`config.mk`:
```
export PLATFORM = sky130hd
export DESIGN_NAME = trial_division_prime_test_top
export DESIGN_NICKNAME = d
export VERILOG_FILES = /design/src/design/tdpt_pkg.sv /design/src/design/tdpt_rem_unit.sv /design/src/design/trial_division_prime_test_top.sv
export SDC_FILE = /design/constraint.sdc
export NUM_CORES = 1
export LEC_CHECK = 0
export BUFFER_PORTS_ARGS = -buffer_cell sky130_fd_sc_hd__buf_2
export CAP_MARGIN = 30
export CORE_AREA = 2 2 173 124
export CTS_CLUSTER_DIAMETER = 120
export CTS_CLUSTER_SIZE = 8
export DETAILED_ROUTE_END_ITERATION = 12
export DIE_AREA = 0 0 175 126
export GPL_ROUTABILITY_DRIVEN = 0
export PLACE_DENSITY = 0.65
export SLEW_MARGIN = 30
export SYNTH_ARGS = -nofsm -noshare
export SYNTH_HDL_FRONTEND = slang
export SYNTH_SLANG_ARGS = --single-unit
```
`constraint.sdc`:
```
create_clock -name aclk -period 4.4 [get_ports aclk]
set_input_delay 0.88 -clock aclk [delete_from_list [all_inputs] [get_ports aclk]]
set_output_delay 0.88 -clock aclk [all_outputs]
set_load 0.02 [all_outputs]
```
`src/design/tdpt_pkg.sv`:
```
// ----------------------------------------------------------------------------
// Trial-division prime test package
// Shared widths and types for the trial-division prime tester.
// ----------------------------------------------------------------------------
package tdpt_pkg;

    // Width of the candidate number.
    localparam int VALUE_BITS = 31;

    // Width of the trial divisor. The divisor never exceeds sqrt(candidate) + 1.
    localparam int DIV_BITS = (VALUE_BITS + 1) / 2 + 1;

    // Width of the running divisor square. It stays below twice the largest
    // candidate.
    localparam int SQ_BITS = VALUE_BITS + 1;

    // Width of the bit counter inside the remainder unit.
    localparam int CNT_BITS = $clog2(VALUE_BITS);

    // Status that the remainder unit returns to the sequencer.
    typedef struct packed {
        logic done;
        logic zero;
    } rem_status_t;

endpackage

```
`src/design/tdpt_rem_unit.sv`:
```
// ----------------------------------------------------------------------------
// Trial-division remainder unit
// Bit-serial restoring remainder: one numerator bit per cycle, MSB first.
// ----------------------------------------------------------------------------
module tdpt_rem_unit
    import tdpt_pkg::*;
(
    input  logic                  aclk,
    input  logic                  aresetn,
    input  logic                  start,
    input  logic [VALUE_BITS-1:0] numerator,
    input  logic [DIV_BITS-1:0]   divisor,
    output rem_status_t           status
);

    logic                  busy_reg,  busy_next;
    logic                  done_reg,  done_next;
    logic [CNT_BITS-1:0]   cnt_reg,   cnt_next;
    logic [VALUE_BITS-1:0] num_reg,   num_next;
    logic [DIV_BITS-1:0]   dsr_reg,   dsr_next;
    logic [DIV_BITS-1:0]   rem_reg,   rem_next;
    logic [DIV_BITS:0]     trial;
    logic [DIV_BITS:0]     diff;

    // One restoring step: shift in the next numerator bit and subtract if it fits.
    assign trial = {rem_reg, num_reg[VALUE_BITS-1]};
    assign diff  = trial - {1'b0, dsr_reg};

    always_comb begin
        busy_next = busy_reg;
        done_next = 1'b0;
        cnt_next  = cnt_reg;
        num_next  = num_reg;
        dsr_next  = dsr_reg;
        rem_next  = rem_reg;
        if (start) begin
            busy_next = 1'b1;
            cnt_next  = CNT_BITS'(VALUE_BITS - 1);
            num_next  = numerator;
            dsr_next  = divisor;
            rem_next  = '0;
        end else if (busy_reg) begin
            num_next = {num_reg[VALUE_BITS-2:0], 1'b0};
            if (trial >= {1'b0, dsr_reg}) begin
                rem_next = diff[DIV_BITS-1:0];
            end else begin
                rem_next = trial[DIV_BITS-1:0];
            end
            cnt_next = cnt_reg - 1'b1;
            if (cnt_reg == '0) begin
                busy_next = 1'b0;
                done_next = 1'b1;
            end
        end
    end

    // The busy and done flags are reset; the bit counter and datapath registers are not.
    always_ff @(posedge aclk) begin
        if (!aresetn) begin
            busy_reg <= 1'b0;
            done_reg <= 1'b0;
        end else begin
            busy_reg <= busy_next;
            done_reg <= done_next;
        end
        cnt_reg <= cnt_next;
        num_reg <= num_next;
        dsr_reg <= dsr_next;
        rem_reg <= rem_next;
    end

    assign status.done = done_reg;
    assign status.zero = (rem_reg == '0);

endmodule

```
`src/design/trial_division_prime_test_top.sv`:
```
// ----------------------------------------------------------------------------
// Trial-division prime test, top level
// Tests one candidate at a time for primality by trial division and returns
// the candidate with a prime flag.
// ----------------------------------------------------------------------------
// Usage:
//   Input channel s_valid/s_ready/s_candidate takes one candidate per transfer.
//   Output channel m_valid/m_ready/m_tested_value/m_is_prime returns exactly
//   one result per candidate, in order.
//   The block works on one candidate at a time: s_ready is high only while
//   the block is idle, and it drops from the transfer until the result has
//   been taken.
//   Each trial divisor costs a square check that also starts the remainder
//   unit, the bit-serial remainder itself, and a step to take its verdict.
//   Candidates 0 and 1 skip the divisors; the worst case at 31 bits is a
//   large prime, with about 46340 divisors tried.
//   The divisor square is tracked by adding 2d + 1 per step, so no
//   multiplier is needed.
//   When the receiver stalls, the result holds on the output registers and
//   no new candidate is taken until it is transferred.
//   Reset (aresetn low, synchronous) returns the block to idle and drops
//   any test or result in flight.
// ----------------------------------------------------------------------------
module trial_division_prime_test_top
    import tdpt_pkg::*;
(
    input  logic                  aclk,
    input  logic                  aresetn,
    input  logic                  s_valid,
    output logic                  s_ready,
    input  logic [VALUE_BITS-1:0] s_candidate,
    output logic                  m_valid,
    input  logic                  m_ready,
    output logic [VALUE_BITS-1:0] m_tested_value,
    output logic                  m_is_prime
);

    typedef enum logic [1:0] {
        ST_IDLE,
        ST_CHECK,
        ST_WAIT,
        ST_OUT
    } state_t;

    state_t                state_reg, state_next;
    logic [VALUE_BITS-1:0] n_reg,     n_next;
    logic [DIV_BITS-1:0]   d_reg,     d_next;
    logic [SQ_BITS-1:0]    sq_reg,    sq_next;
    logic                  prime_reg, prime_next;
    logic                  rem_start;
    rem_status_t           rem_stat;

    // Shared remainder unit.
    tdpt_rem_unit u_rem (
        .aclk      (aclk),
        .aresetn   (aresetn),
        .start     (rem_start),
        .numerator (n_reg),
        .divisor   (d_reg),
        .status    (rem_stat)
    );

    // Sequencer: step the divisor until its square exceeds the candidate or it divides the candidate.
    always_comb begin
        state_next = state_reg;
        n_next     = n_reg;
        d_next     = d_reg;
        sq_next    = sq_reg;
        prime_next = prime_reg;
        rem_start  = 1'b0;
        case (state_reg)
            ST_IDLE: begin
                if (s_valid) begin
                    n_next = s_candidate;
                    d_next = DIV_BITS'(2);
                    sq_next = SQ_BITS'(4);
                    if (s_candidate < VALUE_BITS'(2)) begin
                        prime_next = 1'b0;
                        state_next = ST_OUT;
                    end else begin
                        state_next = ST_CHECK;
                    end
                end
            end
            ST_CHECK: begin
                if (sq_reg > {1'b0, n_reg}) begin
                    prime_next = 1'b1;
                    state_next = ST_OUT;
                end else begin
                    rem_start  = 1'b1;
                    state_next = ST_WAIT;
                end
            end
            ST_WAIT: begin
                if (rem_stat.done) begin
                    if (rem_stat.zero) begin
                        prime_next = 1'b0;
                        state_next = ST_OUT;
                    end else begin
                        d_next     = d_reg + 1'b1;
                        sq_next    = sq_reg + SQ_BITS'({d_reg, 1'b1});
                        state_next = ST_CHECK;
                    end
                end
            end
            ST_OUT: begin
                if (m_ready) begin
                    state_next = ST_IDLE;
                end
            end
            default: begin
                state_next = ST_IDLE;
            end
        endcase
    end

    // State and registered outputs.
    always_ff @(posedge aclk) begin
        if (!aresetn) begin
            state_reg <= ST_IDLE;
        end else begin
            state_reg <= state_next;
        end
        n_reg     <= n_next;
        d_reg     <= d_next;
        sq_reg    <= sq_next;
        prime_reg <= prime_next;
    end

    assign s_ready        = (state_reg == ST_IDLE);
    assign m_valid        = (state_reg == ST_OUT);
    assign m_tested_value = n_reg;
    assign m_is_prime     = prime_reg;

    // The block never offers a result while it takes a new candidate.
    a_no_overlap: assert property (@(posedge aclk) disable iff (!aresetn)
        s_ready |-> !m_valid)
        else $error("s_ready and m_valid high together");

    // A prime verdict is only given for candidates of two or more.
    a_prime_min: assert property (@(posedge aclk) disable iff (!aresetn)
        (m_valid && m_is_prime) |-> (m_tested_value >= VALUE_BITS'(2)))
        else $error("prime flag on a candidate below two");

    // The remainder unit only reports completion while the sequencer waits.
    a_done_in_wait: assert property (@(posedge aclk) disable iff (!aresetn)
        rem_stat.done |-> (state_reg == ST_WAIT))
        else $error("remainder completion outside the wait state");

    // The divisor advances by one after a nonzero remainder.
    a_sq_step: assert property (@(posedge aclk) disable iff (!aresetn)
        (state_reg == ST_WAIT && rem_stat.done && !rem_stat.zero)
        |=> (state_reg == ST_CHECK) && (d_reg == $past(d_reg) + 1'b1))
        else $error("divisor did not advance after a nonzero remainder");

endmodule

```
==> flow_summary.json <==
{
  "synth_cells": 816,
  "slew-limit-headroom_pct": 46.1,
  "critical_path.most_common_cell": "buf_4",
  "core_um2": 20400,
  "pwr-share-comb_pct": 33.5,
  "drc": 0,
  "synthMuxAreaShare_pct": 5.56,
  "post_synth_and_or_nand_nor_area_fraction_pct": 13.5,
  "worstMarginPinSlew_ps": 808,
  "die_height_um": 126,
  "largest_register_ffs": 32,
  "drt_iter0_drc": 527,
  "report.final.slew_viol_count": 0,
  "worst_case_register_to_register_setup_slack_ps": 930,
  "cpPeakStageDelay_ps": 530,
  "antenna_violations_before_repair": 2,
  "power.share.clock_pct": 28.8,
  "internal-power_mw": 3.68,
  "yosysUniqueCellTypes": 74,
  "firstDrtPassIters": 4,
  "finalHoldViolCount": 0,
  "detailedPlacementHpwl_um": 14700,
  "layout_min_cycle_time_ps": 3470,
  "power_leakage_nw": 4.11,
  "outcome": "complete, no violations",
  "timing.critical_path.buf_inv": 3,
  "hold_class": "reg -> reg",
  "wp_data_required_ps": 4490,
  "dieArea_um2": 22100,
  "detail_route.vias_per_cell": 5.41,
  "die_w_um": 175,
  "maxCapViolCount": 0,
  "boundaryPins": 69,
  "worst_setup_path_start_kind": "flip-flop",
  "synth-seq-cells": 155,
  "global_route_wire_length_before_repair_um": 33100,
  "clock-root-buffer": "clkbuf_16",
  "netlist_area_um2": 9060,
  "grt_start_max_net_pins": 50,
  "h-tree-depth": 4,
  "num_vias": 6357,
  "layout-area-overhead-vs-synth_pct": 13.4,
  "port_buffers": 68,
  "total_neg_setup_slack_ps": 0,
  "synth_area_per_cell_um2": 11.1,
  "path_depth": 11,
  "top_family_by_delay_on_critical_path": "compound AO/OA/AOI/OAI gates",
  "synth_top_area_cells": "edfxtp_1 43%, ha_1 9.3%, dfxtp_1 5.7%",
  "adder_and_majority_gate_portion_of_the_synthesized_area_pct": 9.69,
  "finalSetupViolations": 0,
  "total_switching_power_mw": 1.87,
  "clk_path_buf_depth": 2,
  "cts_tree": "built",
  "post-synth-top-area-fraction_pct": 42.8,
  "gr-total-overflow": 0,
  "grt_usage_pct": 19.2,
  "post_cts_buffers": 0,
  "max_clock_freq_ghz": 0.289,
  "setup.worst_path.end_class": "flip-flop",
  "clock_skew_ps": 8.63,
  "yosysWarnings": 0,
  "path_max_fanout": 47,
  "worst_hold_path.num_cells": 2,
  "cts.clk_slew.worst_paths_ps": 60,
  "synth_nets": 920,
  "cts_hold_buf": 0,
  "cellPowerDensity_nw_per_um2": 541,
  "antenna-diode-count": 0,
  "rsz0062_at_grt": "false",
  "start_util_pct": 44.4,
  "drive_above_1_share_pct": 17.5,
  "worst_hold_slack_ps": 509,
  "cp.arrival_ps": 3560,
  "cts-resized-gates": 0,
  "numCtsBuffers": 17,
  "synth_xor_area_share_pct": 5.12,
  "seq_area_frac_synth_pct": 48.5,
  "vias_in_the_first_global_route": 5971,
  "number_of_nets_in_the_layout": 989,
  "power.sequential.fraction_pct": 37.8,
  "synth_compound_area_share_pct": 12.9,
  "cpMaxStageDelayCell": "buf_4",
  "detail_route.wl_per_cell_um": 17.4,
  "fp-row-count": 44,
  "postRouteAntennaNets": 0,
  "synth-async-reset-ratio_pct": 0,
  "ir_worst_vdd_mv": 0.292,
  "swShare_pct": 33.7,
  "clkSinkCount": 155,
  "synth_top_family_by_area": "simple AND/OR/NAND/NOR gates",
  "ff2ff_path_depth": 11,
  "source_to_sink_clock_delay_at_the_later_pin_of_the_worst_skew_pair_ps": 430,
  "synth_enable_flop_cells": 129,
  "ys_dominant_reg_cell": "edfxtp_1",
  "synth_largest_area_cell": "edfxtp_1",
  "final.period_utilization_pct": 78.8,
  "path_class": "reg -> reg",
  "total_power_mw": 5.56,
  "wirelength_um": 20500,
  "crit_path_cell_trace": "inv_1, ha_1, nor2b_1, o21ai_0, nand2b_1, a21oi_1, o221ai_1, a211o_1, a21boi_4, buf_4, buf_4"
}
[logic make-up after synthesis]
family	count (synthesis)
compound gates	161
simple gates	241
flops	155
mux	46
xor+xnor	53
fa+ha+maj	69
buf+inv	91
[area by class of cell]
type	instances	area (um2)
clock inverters	12	196
repair buffers	77	408
multi-input cells	570	4260
clock buffers	20	437
flip-flops and latches	155	4390
inverters	64	240
well taps	276	345
fillers	1807	10100
[cell usage in the layout, fill, tap and decap left out, types with 10 or more instances in the layout]
master,n
edfxtp_1,129
nor2_1,84
buf_2,68
ha_1,67
inv_1,64
a21oi_1,39
nand2_1,36
a211oi_1,28
mux2_2,27
xor2_1,27
xnor2_1,26
dfxtp_1,26
nand3_1,24
o21ai_0,24
a21o_1,19
clkbuf_16,17
nor4_1,14
mux2i_1,14
nand2b_1,13
o21a_1,12
or3_1,10
[stage by stage]
stage          std cells  instance area, um2  util [%]  setup WS, ps
4_1_cts             1174               10300      50.3           963
3_5_place_dp        1142                9650      47.2           977
6_report            1174               10300      50.3           934
5_1_grt             1174               10300      50.3           744
2_1_floorplan        816                9060         -           579
3_3_place_gp        1142                9650      47.2          1030
[Yosys cell counts, types with 10 or more instances]
master	n
or3_1	10
dfxtp_1	26
clkbuf_1	10
a21o_1	19
xor2_1	27
mux2_2	27
nand2b_1	13
mux2i_1	14
o21ai_0	24
o21a_1	12
inv_1	64
ha_1	67
nor4_1	14
xnor2_1	26
a21oi_1	40
nand2_1	36
nor2_1	84
nand3_1	24
edfxtp_1	129
a211oi_1	28
[power groups by stage]
stage / registers (mW) / logic (mW) / clock network (mW)
finish: 2.10 / 1.86 / 1.60
global route: 2.13 / 2.06 / 1.69
CTS: 2.09 / 1.85 / 1.62
detailed placement: 2.12 / 1.84 / 0
global placement: 2.12 / 1.82 / 0
floorplan: 2.08 / 1.48 / 0
[worst register-to-register path, cell delays in order, from the launching register on]
cell,delay [ps]
edfxtp_1,410
inv_1,90
ha_1,240
nor2b_1,130
o21ai_0,160
nand2b_1,90
a21oi_1,260
o221ai_1,210
a211o_1,390
a21boi_4,150
buf_4,530
buf_4,470
[path summary, 6_finish.rpt]
| path | start | to |
|---|---|---|
| worst max-delay path | m_tested_value[1]$_DFFE_PP_ | u_rem.dsr_reg[13]$_DFFE_PP_ |
| worst min-delay path | u_rem.cnt_reg[2]$_SDFFE_PP1P_ | u_rem.cnt_reg[2]$_SDFFE_PP1P_ |
| worst max register to register | m_tested_value[1]$_DFFE_PP_ | u_rem.dsr_reg[13]$_DFFE_PP_ |
| worst min register to register | u_rem.cnt_reg[2]$_SDFFE_PP1P_ | u_rem.cnt_reg[2]$_SDFFE_PP1P_ |
[metal layers]
layer | wire, um | up-vias | track usage, %
li1 | - | 3144 | -
met1 | 11100 | 3029 | 31.8
met2 | 7940 | 173 | 25.4
met3 | 1240 | 11 | 3.23
met4 | 155 | 0 | 4.75
met5 | 0 | - | 0
No activity file was read; power rests on OpenSTA's default activity.
